$ cat config.mk
export PLATFORM = sky130hd
export DESIGN_NAME = lkc_front
export DESIGN_NICKNAME = d
export VERILOG_FILES = /design/src/design/lkc_pkg.sv /design/src/design/lkc_front.sv
export SDC_FILE = /design/constraint.sdc
export NUM_CORES = 1
export LEC_CHECK = 0
export ABC_AREA = 1
export BUFFER_PORTS_ARGS = -buffer_cell sky130_fd_sc_hd__clkbuf_2
export CORE_MARGIN = 2
export CORE_UTILIZATION = 49
export CTS_BUF_LIST = sky130_fd_sc_hd__clkbuf_8 sky130_fd_sc_hd__clkbuf_16
export DETAILED_ROUTE_END_ITERATION = 8
export PLACE_DENSITY = 0.76
export SKIP_CTS_REPAIR_TIMING = 1
export SYNTH_ARGS = -nofsm -noshare
export SYNTH_HDL_FRONTEND = slang
export SYNTH_SLANG_ARGS = --single-unit
$ cat constraint.sdc
create_clock -name clk -period 11.7 [get_ports clk]
set_input_delay 0.585 -clock clk [delete_from_list [all_inputs] [get_ports clk]]
set_output_delay 0.585 -clock clk [all_outputs]
set_load 0.01 [all_outputs]
$ cat src/design/lkc_pkg.sv
// ----------------------------------------------------------------------------
// lkc_pkg: shared types and codes for the LRU key-value cache
// Request codes and the classified request record passed front to back.
// ----------------------------------------------------------------------------
`timescale 1ns / 1ps
package lkc_pkg;

  localparam logic [1:0] REQ_SET     = 2'd0;
  localparam logic [1:0] REQ_SET_TTL = 2'd1;
  localparam logic [1:0] REQ_GET     = 2'd2;
  localparam logic [1:0] REQ_DEL     = 2'd3;

  localparam logic [47:0] TIME_MAX = 48'hFFFF_FFFF_FFFF;
  localparam logic [31:0] CNT_MAX  = 32'hFFFF_FFFF;

  typedef struct packed {
    logic        is_set;
    logic        has_ttl;
    logic        is_get;
    logic        is_del;
    logic [63:0] key;
    logic [63:0] value;
    logic [47:0] expire;
    logic [47:0] now;
  } item_t;

endpackage

$ cat src/design/lkc_front.sv
// ----------------------------------------------------------------------------
// lkc_front: request intake and queue
// Decodes each request, computes its expiry time and queues it for the back.
// ----------------------------------------------------------------------------
`timescale 1ns / 1ps
module lkc_front import lkc_pkg::*; (
  input  logic        clk,
  input  logic        rst_n,
  input  logic        start,
  input  logic [1:0]  in_req_type,
  input  logic [63:0] in_key,
  input  logic [63:0] in_value,
  input  logic [31:0] in_ttl,
  input  logic [47:0] in_now,
  output logic        busy,
  output logic        q_valid,
  output item_t       q_item,
  input  logic        q_pop
);

  item_t       q_mem_r [2];
  logic        wp_r, wp_nxt, rp_r, rp_nxt;
  logic [1:0]  cnt_r, cnt_nxt;
  item_t       cls;
  logic [48:0] sum;
  logic        push;

  assign busy    = (cnt_r == 2'd2);
  assign push    = start && !busy;
  assign q_valid = (cnt_r != 2'd0);
  assign q_item  = q_mem_r[rp_r];

  always_comb begin
    sum         = {1'b0, in_now} + {17'd0, in_ttl};
    cls.is_set  = (in_req_type == REQ_SET) || (in_req_type == REQ_SET_TTL);
    cls.has_ttl = (in_req_type == REQ_SET_TTL);
    cls.is_get  = (in_req_type == REQ_GET);
    cls.is_del  = (in_req_type == REQ_DEL);
    cls.key     = in_key;
    cls.value   = in_value;
    cls.now     = in_now;
    // The expiry saturates at the largest time value.
    if (!cls.has_ttl) begin
      cls.expire = '0;
    end else if (sum[48]) begin
      cls.expire = TIME_MAX;
    end else begin
      cls.expire = sum[47:0];
    end
  end

  always_comb begin
    wp_nxt  = push ? ~wp_r : wp_r;
    rp_nxt  = q_pop ? ~rp_r : rp_r;
    cnt_nxt = cnt_r + 2'(push) - 2'(q_pop);
  end

  always_ff @(posedge clk) begin
    if (push) begin
      q_mem_r[wp_r] <= cls;
    end
  end

  always_ff @(posedge clk) begin
    if (!rst_n) begin
      wp_r  <= 1'b0;
      rp_r  <= 1'b0;
      cnt_r <= 2'd0;
    end else begin
      wp_r  <= wp_nxt;
      rp_r  <= rp_nxt;
      cnt_r <= cnt_nxt;
    end
  end

endmodule

-- Yosys cells after proc, flatten, opt, wreduce, memory -nomap -nowiden
Memory sizes are Yosys's and may differ from the RTL's. A register that Yosys moved wholly into a read port is not among the register bits.
Cells that the tools add are included.
- add/subtract/negate cells: 3
- equal/unequal tests: 4
- muxes and demuxes: 6
- bitwise gates (word level): 2
- reduce and logical (&&, ||, !) cells: 5
- operators with widths (kind ; count):
    $mux W48 ; 2
    $add A48 B32 Y49 ; 1
    $eq A2 B2 Y1 const B ; 3
    $mux W1 ; 4
    $add A2 B1 Y2 ; 1
    $eq A2 B1 Y1 const B ; 1
    $logic_not A2 Y1 ; 1
    $not A1 Y1 ; 2
    $reduce_bool A2 Y1 ; 1
    $sub A2 B1 Y2 ; 1
    $logic_and A1 B1 Y1 ; 1
    $logic_not A1 Y1 ; 1
    $logic_or A1 B1 Y1 ; 1
- bits in registers: 4
- RAM bits: 456
- input bits: 214
- output and inout bits: 230
- logic and storage cells: 24
- memories kept: 1
- memory list (memory ; words ; bits a word ; rd ports ; clocked after Yosys merged registers in ; write ports ; RTL line ; RTL):
    q_mem_r ; 2 ; 228 ; 1 ; 1 ; 1 ; lkc_front.sv:21 ; item_t q_mem_r [2];

-- Depth between registers and ports, before layout
Gate-level depths: netlist (run 1).
- word-level depth: 5
- gate-level depth with buffers: 15
- depth with buffers taken out: 15

-- Worst setup path after synthesis (run 1)
OpenSTA, ideal clock, no wires.
- path type: input port to flip-flop
- from: input start
- to: memory q_mem_r[0][0] (netlist bit), enable pin
- data arrival time: 10235 ps
- required time: 10878 ps
- slack: 643 ps
- cell stages on the path: 2
- path buffers: 0
- path through: o21ai_0 nor2_1
- cells in the longest elaborated chain, start to end: 3
- RTL lines (item ; RTL line ; RTL):
    start: declaration ; lkc_front.sv:9 ; input logic start,
    $logic_and A1 B1 Y1 ; lkc_front.sv:29 ; assign push = start && !busy;
    $mux W1 ; lkc_front.sv:59 ; if (push) begin
    $mux W1 (not written as such) ; lkc_front.sv:60 ; q_mem_r[wp_r] <= cls;
    end: declaration ; lkc_front.sv:21 ;
Every way passes these cells.

==> summary by stage, run 1 <==
Logic synthesis
After synthesis the netlist holds a flip-flop and latch count of approximately 460. The per-instance average area after synthesis is approximately 13 sq um. Synthesis produced a netlist whose cell count is 1574. The number of nets handed over by synthesis was 1823. Of the post-synthesis cell area, the dominant cell type holds 0.668. The leading area contributor after synthesis is edfxtp_1. By area the synthesized netlist is led by edfxtp_1 (67%), mux2_2 (13%), nand2_1 (6.0%). The netlist area before placement is roughly 20000 sq um.

The Yosys step of the flow raised 0 warnings. The share of the Yosys chip area taken by registers is 0.673. The number of different library cells used by synthesis comes to 36.

GRT
Across every metal layer, demand over resource in global routing totals 0.230. The first global-routing pass estimated between 70000 and 80000 um of wire. The via count of the first global-routing pass came to ~13000. The global-route congestion overflow total is 0. The initial antenna violation count is 2. Entering global routing, the biggest net connects between 70 and 80 pins.

STA
The clock period minus final worst setup slack is between 4 and 5 ns. The summed negative setup slack over all endpoints is 0 ns. The maximum operating frequency is around 250 MHz. For the pin with the worst max-slew slack, the measured transition is just over 1 ns. Of the available clock period, the critical path in the final layout requires 0.345. The worst-case setup margin in the final layout is 7.66 ns. For the final database, setup skew stands at ~0.012 ns.

The final number of max-transition violations was 0. The final count of negative-setup-slack endpoints is 0. Setup repair after global routing left no endpoint under its margin. Headroom to the max-slew limit came out at 0.317. The number of hold-slack violations in the final timing report is 0. Across all hold checks on the routed design, the worst slack comes to about 0.21 ns.

Power
The switching share of total power is 0.252. Of the total power, combinational logic draws 0.159. The internal power is roughly 3000 uW. The largest vdd supply drop is around 120 uV. The share of power burned in registers is 0.496. For this design the total switching power over the nets is between 1000 and 1500 uW. The share of total power dissipated in the clock network is 0.345. The static power due to leakage is around 0.010 uW. The total power density per cell area is 167 nW/um^2.

Clocking
The H-tree was split into 2 levels. The number of buffers added by the clock tree synthesis step is 46. Counting along the longest clock path gives a buffer depth of 3. The clock net in this run drives a total of 461 sinks.

TritonCTS built the clock tree. After clock tree synthesis, the clock-pin slew on the worst setup and hold paths is about 0.06 ns. The clock root buffer is clkbuf_16. The clock latency reported for the late side of the worst-skew pair is ~0.56 ns.

Cells and area
The final standard cell count with taps included and fillers excluded is approximately 2600. The multi-input combinational cells in the finished layout cover a total of roughly 5800 sq um. The number of antenna diodes in the final layout is 0. Relative to the synthesized area, the layout overhead comes to 20.9%. In the final layout, flip-flops and latches occupy roughly 14000 sq um. The fraction of layout instances using a drive strength above 1 is 0.370. Fill cells in the final layout number around 3300. The most common library cell in the layout ignoring fill and taps is edfxtp_1. The net count reported at finish is roughly 2300. Leaving out fill and tap cells, the most frequent cells in the layout are edfxtp_1 (456), clkbuf_2 (443), nand2_1 (326).

The utilization after layout is 0.604.

Setup path
The worst flop-to-flop path startpoint is cnt_r[0]$_SDFF_PN0_. The setup path with the least slack is of type reg2out. The data arrival time of the critical path is roughly 3.5 ns. The biggest fanout along the worst timing path is 59.

STA puts the critical path data required time at about 11 ns. In this design, the stage delay of the slowest critical-path cell is between 0.7 and 0.8 ns. In this design, the critical path's most frequently occurring cell is buf_4. The critical-path cell with the highest stage delay is buf_4. The signal on the critical path passes through buf_4 -> buf_4 -> mux2_2 -> clkbuf_2. Together, buffers and inverters on the worst path number 3. The kind of cell with the highest combined delay on the critical path is buffers and inverters. The nature of the critical path startpoint is a register. The element type at the critical path end is an output port. The number of cell instances on the worst register-to-register path is 4. For flop-to-flop paths, the worst setup slack is approximately 8.0 ns. The worst reg2reg path endpoint is q_mem_r[1][224]$_DFFE_PP_.

Routing
The detail-routed net length per standard cell is 19.6 um. The detailed router placed approximately 14000 vias in this run. The first TritonRoute pass finished after 6 iterations. The count of nets left with antenna violations after detail routing is 0.

The violation count after the first detailed-routing iteration is a little under 1000. The via count normalized by instance count is approximately 5.2. After detailed routing, the number of remaining DRC violations is 0. The final wirelength is slightly above 50000 um.

Run status
The flow ran to the end, and the final reports show no timing, DRC or antenna violations.

Hold path
The min-delay analysis places its worst path in the category in2reg. The number of cells on the worst hold path is 1. The path with the worst hold slack has its endpoint at q_mem_r[1][209]$_DFFE_PP_. The hold path startpoint is in_key[49].

Floorplan
The die is around 210 um wide. The number of placement rows is 74. The boundary pin count is about 440.

The height of the chip is ~210 um. The core region area is 41000 sq um. The floorplan step defined a die boundary enclosing approximately 43000 sq um. For this configuration, the core starts out at a cell density of 0.500.

Placement
The count of buffers from port buffering is 443. The worst slack at placement is ~7.8 ns. The total instance count after detailed placement is ~2500.

The half-perimeter wire length after detailed placement is 37600 um. The final weighted congestion in routability-driven placement is around 0.94.

Flow run
The tool flagged a number of max-cap violations equal to 0.
## kinds of logic (layout without fill, tap and decap cells)
kind of cell    count (synthesis)  after routing  share of synthesized area
simple gates                  532            532                      0.107
buf+inv                       225            728                     0.0432
flops                         461            461                      0.673
mux                           228            228                      0.125
xor+xnor                       24             24                     0.0103
compound gates                 69             69                     0.0193
fa+ha+maj                      35             35                     0.0217
## per-stage QoR
stage               area (sq um)  total power, uW
floorplan                  20500             2510
global placement           23300             2720
detailed placement         23300             2740
CTS                        24800             4170
global route               24800             4290
finish                     24800             4130
## routing by layer
metal,up-vias,track usage,share of wire
li1,6421,-,-
met1,6571,0.288,0.40
met2,559,0.401,0.50
met3,87,0.0518,0.078
met4,4,0.0665,0.026
met5,-,0,0.00039
## cell type report
cell class | instances | share of cell area
Timing Repair Buffer | 453 | 0.0925
Clock inverter | 34 | 0.0116
Tap cell | 532 | 0.0269
Inverter | 194 | 0.0295
Sequential cell | 461 | 0.557
Clock buffer | 47 | 0.0475
Multi-Input combinational cell | 888 | 0.235
## worst max-delay path by stage
stage	to	slack, ns	depth (start not counted)
after global placement	q_mem_r[1][212]$_DFFE_PP_	7.82	5
final	q_item[184]	7.66	4
after floorplan	q_mem_r[0][0]$_DFFE_PP_	0.64	2
after CTS	q_item[151]	7.63	4
after detailed placement	q_mem_r[1][49]$_DFFE_PP_	7.76	5
after global routing	q_item[136]	7.52	4
## synthesized netlist by cell type (all sizes together)
cell    number
a21oi       43
a22oi        1
a31oi        2
and2         2
buf         24
clkbuf       7
dfxtp        5
edfxtp     456
fa           1
ha          34
inv        194
mux2       228
nand2      333
nand3       60
nand3b       1
nand4       17
nor2       108
nor3         8
nor3b        1
nor4         1
o21a         1
o21ai       20
o21bai       2
or2          1
xnor2       13
xor2        11
## power by group through the flow
stage,sequential (uW),combinational [uW],clock (uW)
4_1_cts,2050,661,1460
3_3_place_gp,2070,647,0
6_report,2050,656,1420
3_5_place_dp,2080,656,0
2_1_floorplan,2130,387,0
5_1_grt,2060,711,1520
## state kept, by name, summed over array words and instances (netlist names), named ones only
| signal | count |
|---|---|
| q_mem_r | 456 |
| cnt_r | 2 |
| rp_r | 1 |
| wp_r | 1 |
(Power assumes the default switching activity.)
==> inputs of run 2 (changes only) <==
- ABC_AREA: 1 -> 0
- PLACE_DENSITY: 0.76 -> 0.77
- clock period: 11.7 -> 3.44 ns (I/O delays scaled with it)
==> summary by stage, run 2 <==
GRT
The pin count of the biggest net entering global routing is 120 (+62%). The initial antenna violation count is 3 (+1). The first-pass GRT wire length is 66200 um (-13%). The global-route congestion overflow total is 0 (unchanged).

The total routing resource utilization after global routing is 0.212 (-0.0186). The via count of the first global-routing pass was 11800 (-12%).

Routing
The final routed DRC violation total is 0 (unchanged). The violation count after the first detailed-routing iteration is 720 (-26%). The detail-routed net length per standard cell is 21.6 um (+9.9%).

The via count normalized by instance count is 5.35 (+2.4%). The first-pass iteration count of the detailed router is 5 (-1). The routed via count was 12300 (-9.6%).

The final wirelength came to 49700 um (-2.9%). The count of nets left with antenna violations after detail routing came to 0 (unchanged).

Setup path
The critical path class is in2reg. The worst setup path is captured at a register. The worst setup path is launched from an input port.

The data required time of the worst path is 3.78 ns (-7.34 ns). The data arrival time of the critical path is 3.59 ns (+0.14 ns). The biggest fanout along the worst timing path is 9 (-85%).

Floorplan
The core region area is 38600 sq um (-6.0%). The boundary pin count is 444 (unchanged). The horizontal die dimension came to 201 um (-3.5%). The height of the chip is 201 um (-3.5%). The number of placement rows is 72 (-2.7%). The area of the die was 40500 sq um (-6.8%). The initial standard-cell utilization of the core is 0.494 (-0.00512).

Logic synthesis
The number of nets in the synthesized netlist is 1342 (-26%). After synthesis, the cell types taking the most area are edfxtp_1 (72%), mux2_2 (13%), ha_1 (2.2%). The part of the Yosys area used for sequential elements is 0.724 (+0.0504). The async set or reset register ratio after synthesis is 0 (unchanged). The most repeated cell in the gate-level netlist after synthesis is edfxtp_1. The yosys synthesis warning count is 0 (unchanged).

The netlist area before placement is 19100 sq um (-7.0%). The share of the synthesized area in the top cell type is 0.718 (+0.0500). The per-instance average area after synthesis is 17.4 sq um (+34%). Of all cell types, the one taking the most synthesized area is edfxtp_1. The unique cell type count in the Yosys netlist is 60 (+67%). The number of flops mapped to enable cells by yosys is 456 (unchanged). The commonest cells after synthesis are edfxtp_1 (456), mux2_2 (228), a21oi_1 (50). The synthesized flop and latch total is 461 (unchanged). The main flop type after synthesis is edfxtp_1.

The gate count of the mapped netlist is 1093 (-31%).

Cells and area
The library cell used most frequently in the layout, excluding fill and tap cells, is edfxtp_1. In the final layout, the registers with the most flip-flops are q_mem_r (456), cnt_r (2). The number of flip-flops under the largest register name was 456 (unchanged). q_mem_r holds more flip-flops than any other register. The fraction of layout instances using a drive strength above 1 is 0.448 (+0.0784).

In the layout the commonest cells are edfxtp_1 (456), clkbuf_2 (443), mux2_2 (228). The final standard cell count with taps included and fillers excluded is 2305 (-12%). The net count reported at finish is 1996 (-13%).

The final-layout fill cell count is 2608 (-21%). The post-synthesis to final-layout area growth is 33.3%. The utilization after layout was 0.659 (+0.0549).

STA
The post-route worst hold slack is 0.0111 ns (-0.196 ns). The setup skew after layout is 0.0113 ns (-0.000172 ns). Of the available clock period, the critical path in the final layout requires 0.946. After layout, the minimum clock period comes to roughly 3.3 ns. Setup repair after global routing left no endpoint under its margin.

The final count of negative-setup-slack endpoints came to 0 (unchanged). For this run, the top clock speed supported by timing is approximately 310 MHz. The final number of max-transition violations was 0 (unchanged). The headroom to the max-slew limit is 0.452 (+0.136). The transition time at the pin with the least slew margin is 0.821 ns (-0.204 ns). The number of hold-slack violations in the final timing report is 0 (unchanged).

Clocking
The depth of the CTS H-tree came to 2 (unchanged). The number of sinks handled by clock tree synthesis is 461 (unchanged). The clock slew seen by the registers of the worst setup and hold paths is 0.06 ns (about the same). The clock latency reported for the late side of the worst-skew pair is 0.55 ns (about the same). The clock root buffer is clkbuf_16. The deepest clock path buffer count came to 3 (unchanged). The clock tree from TritonCTS is built.

The number of buffers added by the clock tree synthesis step is 46 (unchanged).

Placement
The half-perimeter wire length after detailed placement is 31300 um (-17%). The final weighted congestion in routability-driven placement is 0.894 (-4.8%). The count of buffers from port buffering is 443 (unchanged). The total instance count after detailed placement was 2038 (-19%).

Power
The static power due to leakage is 0.00978 uW (-6.5%). The total power density per cell area is 606 nW/um^2 (+260%). The largest vdd supply drop is 487 uV (+290%).

Run status
The run finished with clean final reports.

Flow run
The max-capacitance violation count is 0 (unchanged).

Hold path
The min-delay analysis places its worst path in the category in2reg.
==> run 2: cell count changes after synthesis, moves of 11 or more <==
cell / delta
and3_1: +11
nand2_1: -287
clkbuf_1: +25
nand3_1: -50
a21oi_1: +17
nor2_1: -89
inv_1: -174
buf_2: -19
==> run 2: worst paths after layout <==
check	startpoint	end	slack (ns)	cells after the start
setup reg to reg	cnt_r[0]$_SDFF_PN0_	q_mem_r[1][77]$_DFFE_PP_	1.53	3
hold reg to reg	rp_r$_SDFFE_PN0P_	register	0.58	2
setup / recovery	in_now[16]	q_mem_r[0][87]$_DFFE_PP_	0.19	11
hold / removal	in_now[32]	q_mem_r[1][32]$_DFFE_PP_	0.01	1
==> run 2: cell families after synthesis <==
family | count (synthesis) | share of synthesized area
DFF | 461 | 0.724
muxes | 229 | 0.135
AOI/OAI and AO/OA | 152 | 0.0534
and+or+nand+nor | 121 | 0.0334
buffers and inverters | 59 | 0.0145
xor gates and xnor gates | 36 | 0.0165
adders and majority gates | 35 | 0.0234
==> run 2: routing by layer <==
layer / GRT usage / part of all wire / wire length (um) / vias to the layer above
li1: - / - / - / 5616
met4: 0.0738 / 0.030 / 1510 / 2
met3: 0.0637 / 0.084 / 4180 / 96
met1: 0.248 / 0.37 / 18600 / 6054
met2: 0.370 / 0.51 / 25400 / 570
met5: 0 / 0.00026 / 13 / -
==> run 2: final cells by class <==
type | count | area [sq um] | share of cell area
Tap cell | 518 | 648 | 0.0255
Timing Repair Buffer | 647 | 4280 | 0.169
Clock inverter | 37 | 350 | 0.0138
Sequential cell | 461 | 13800 | 0.543
Clock buffer | 49 | 1230 | 0.0483
Multi-Input combinational cell | 573 | 5020 | 0.198
Antenna cell | 2 | 5.00 | 0.000197
Inverter | 18 | 67.6 | 0.00266
==> run 2: where the power goes <==
part | internal [uW] | total [uW] | switching, uW | leakage (uW)
registers | 7080 | 7290 | 215 | 0.00432
clock network | 3100 | 5160 | 2070 | 0.000807
logic | 1240 | 2930 | 1690 | 0.00465
==> run 2: critical path: stages <==
cell	delay (ns)
dlygate4sd3_1	0.53
clkbuf_2	0.12
ha_1	0.41
nand2_1	0.13
o21ai_1	0.22
o2111ai_1	0.18
a211oi_2	0.35
a41oi_2	0.24
or3_2	0.65
buf_4	0.22
a311oi_1	0.35
==> run 2: per-stage QoR <==
stage	TNS (ns)	power [uW]	setup WS, ns	instance area, sq um
after floorplan	-253.57	8980	-0.857	19100
after global placement	0	10000	0.0267	22000
after detailed placement	-0.0171	10100	-0.00857	22000
after CTS	0	15200	0.577	23600
after global routing	0	15900	0.0167	25400
final	0	15400	0.185	25400
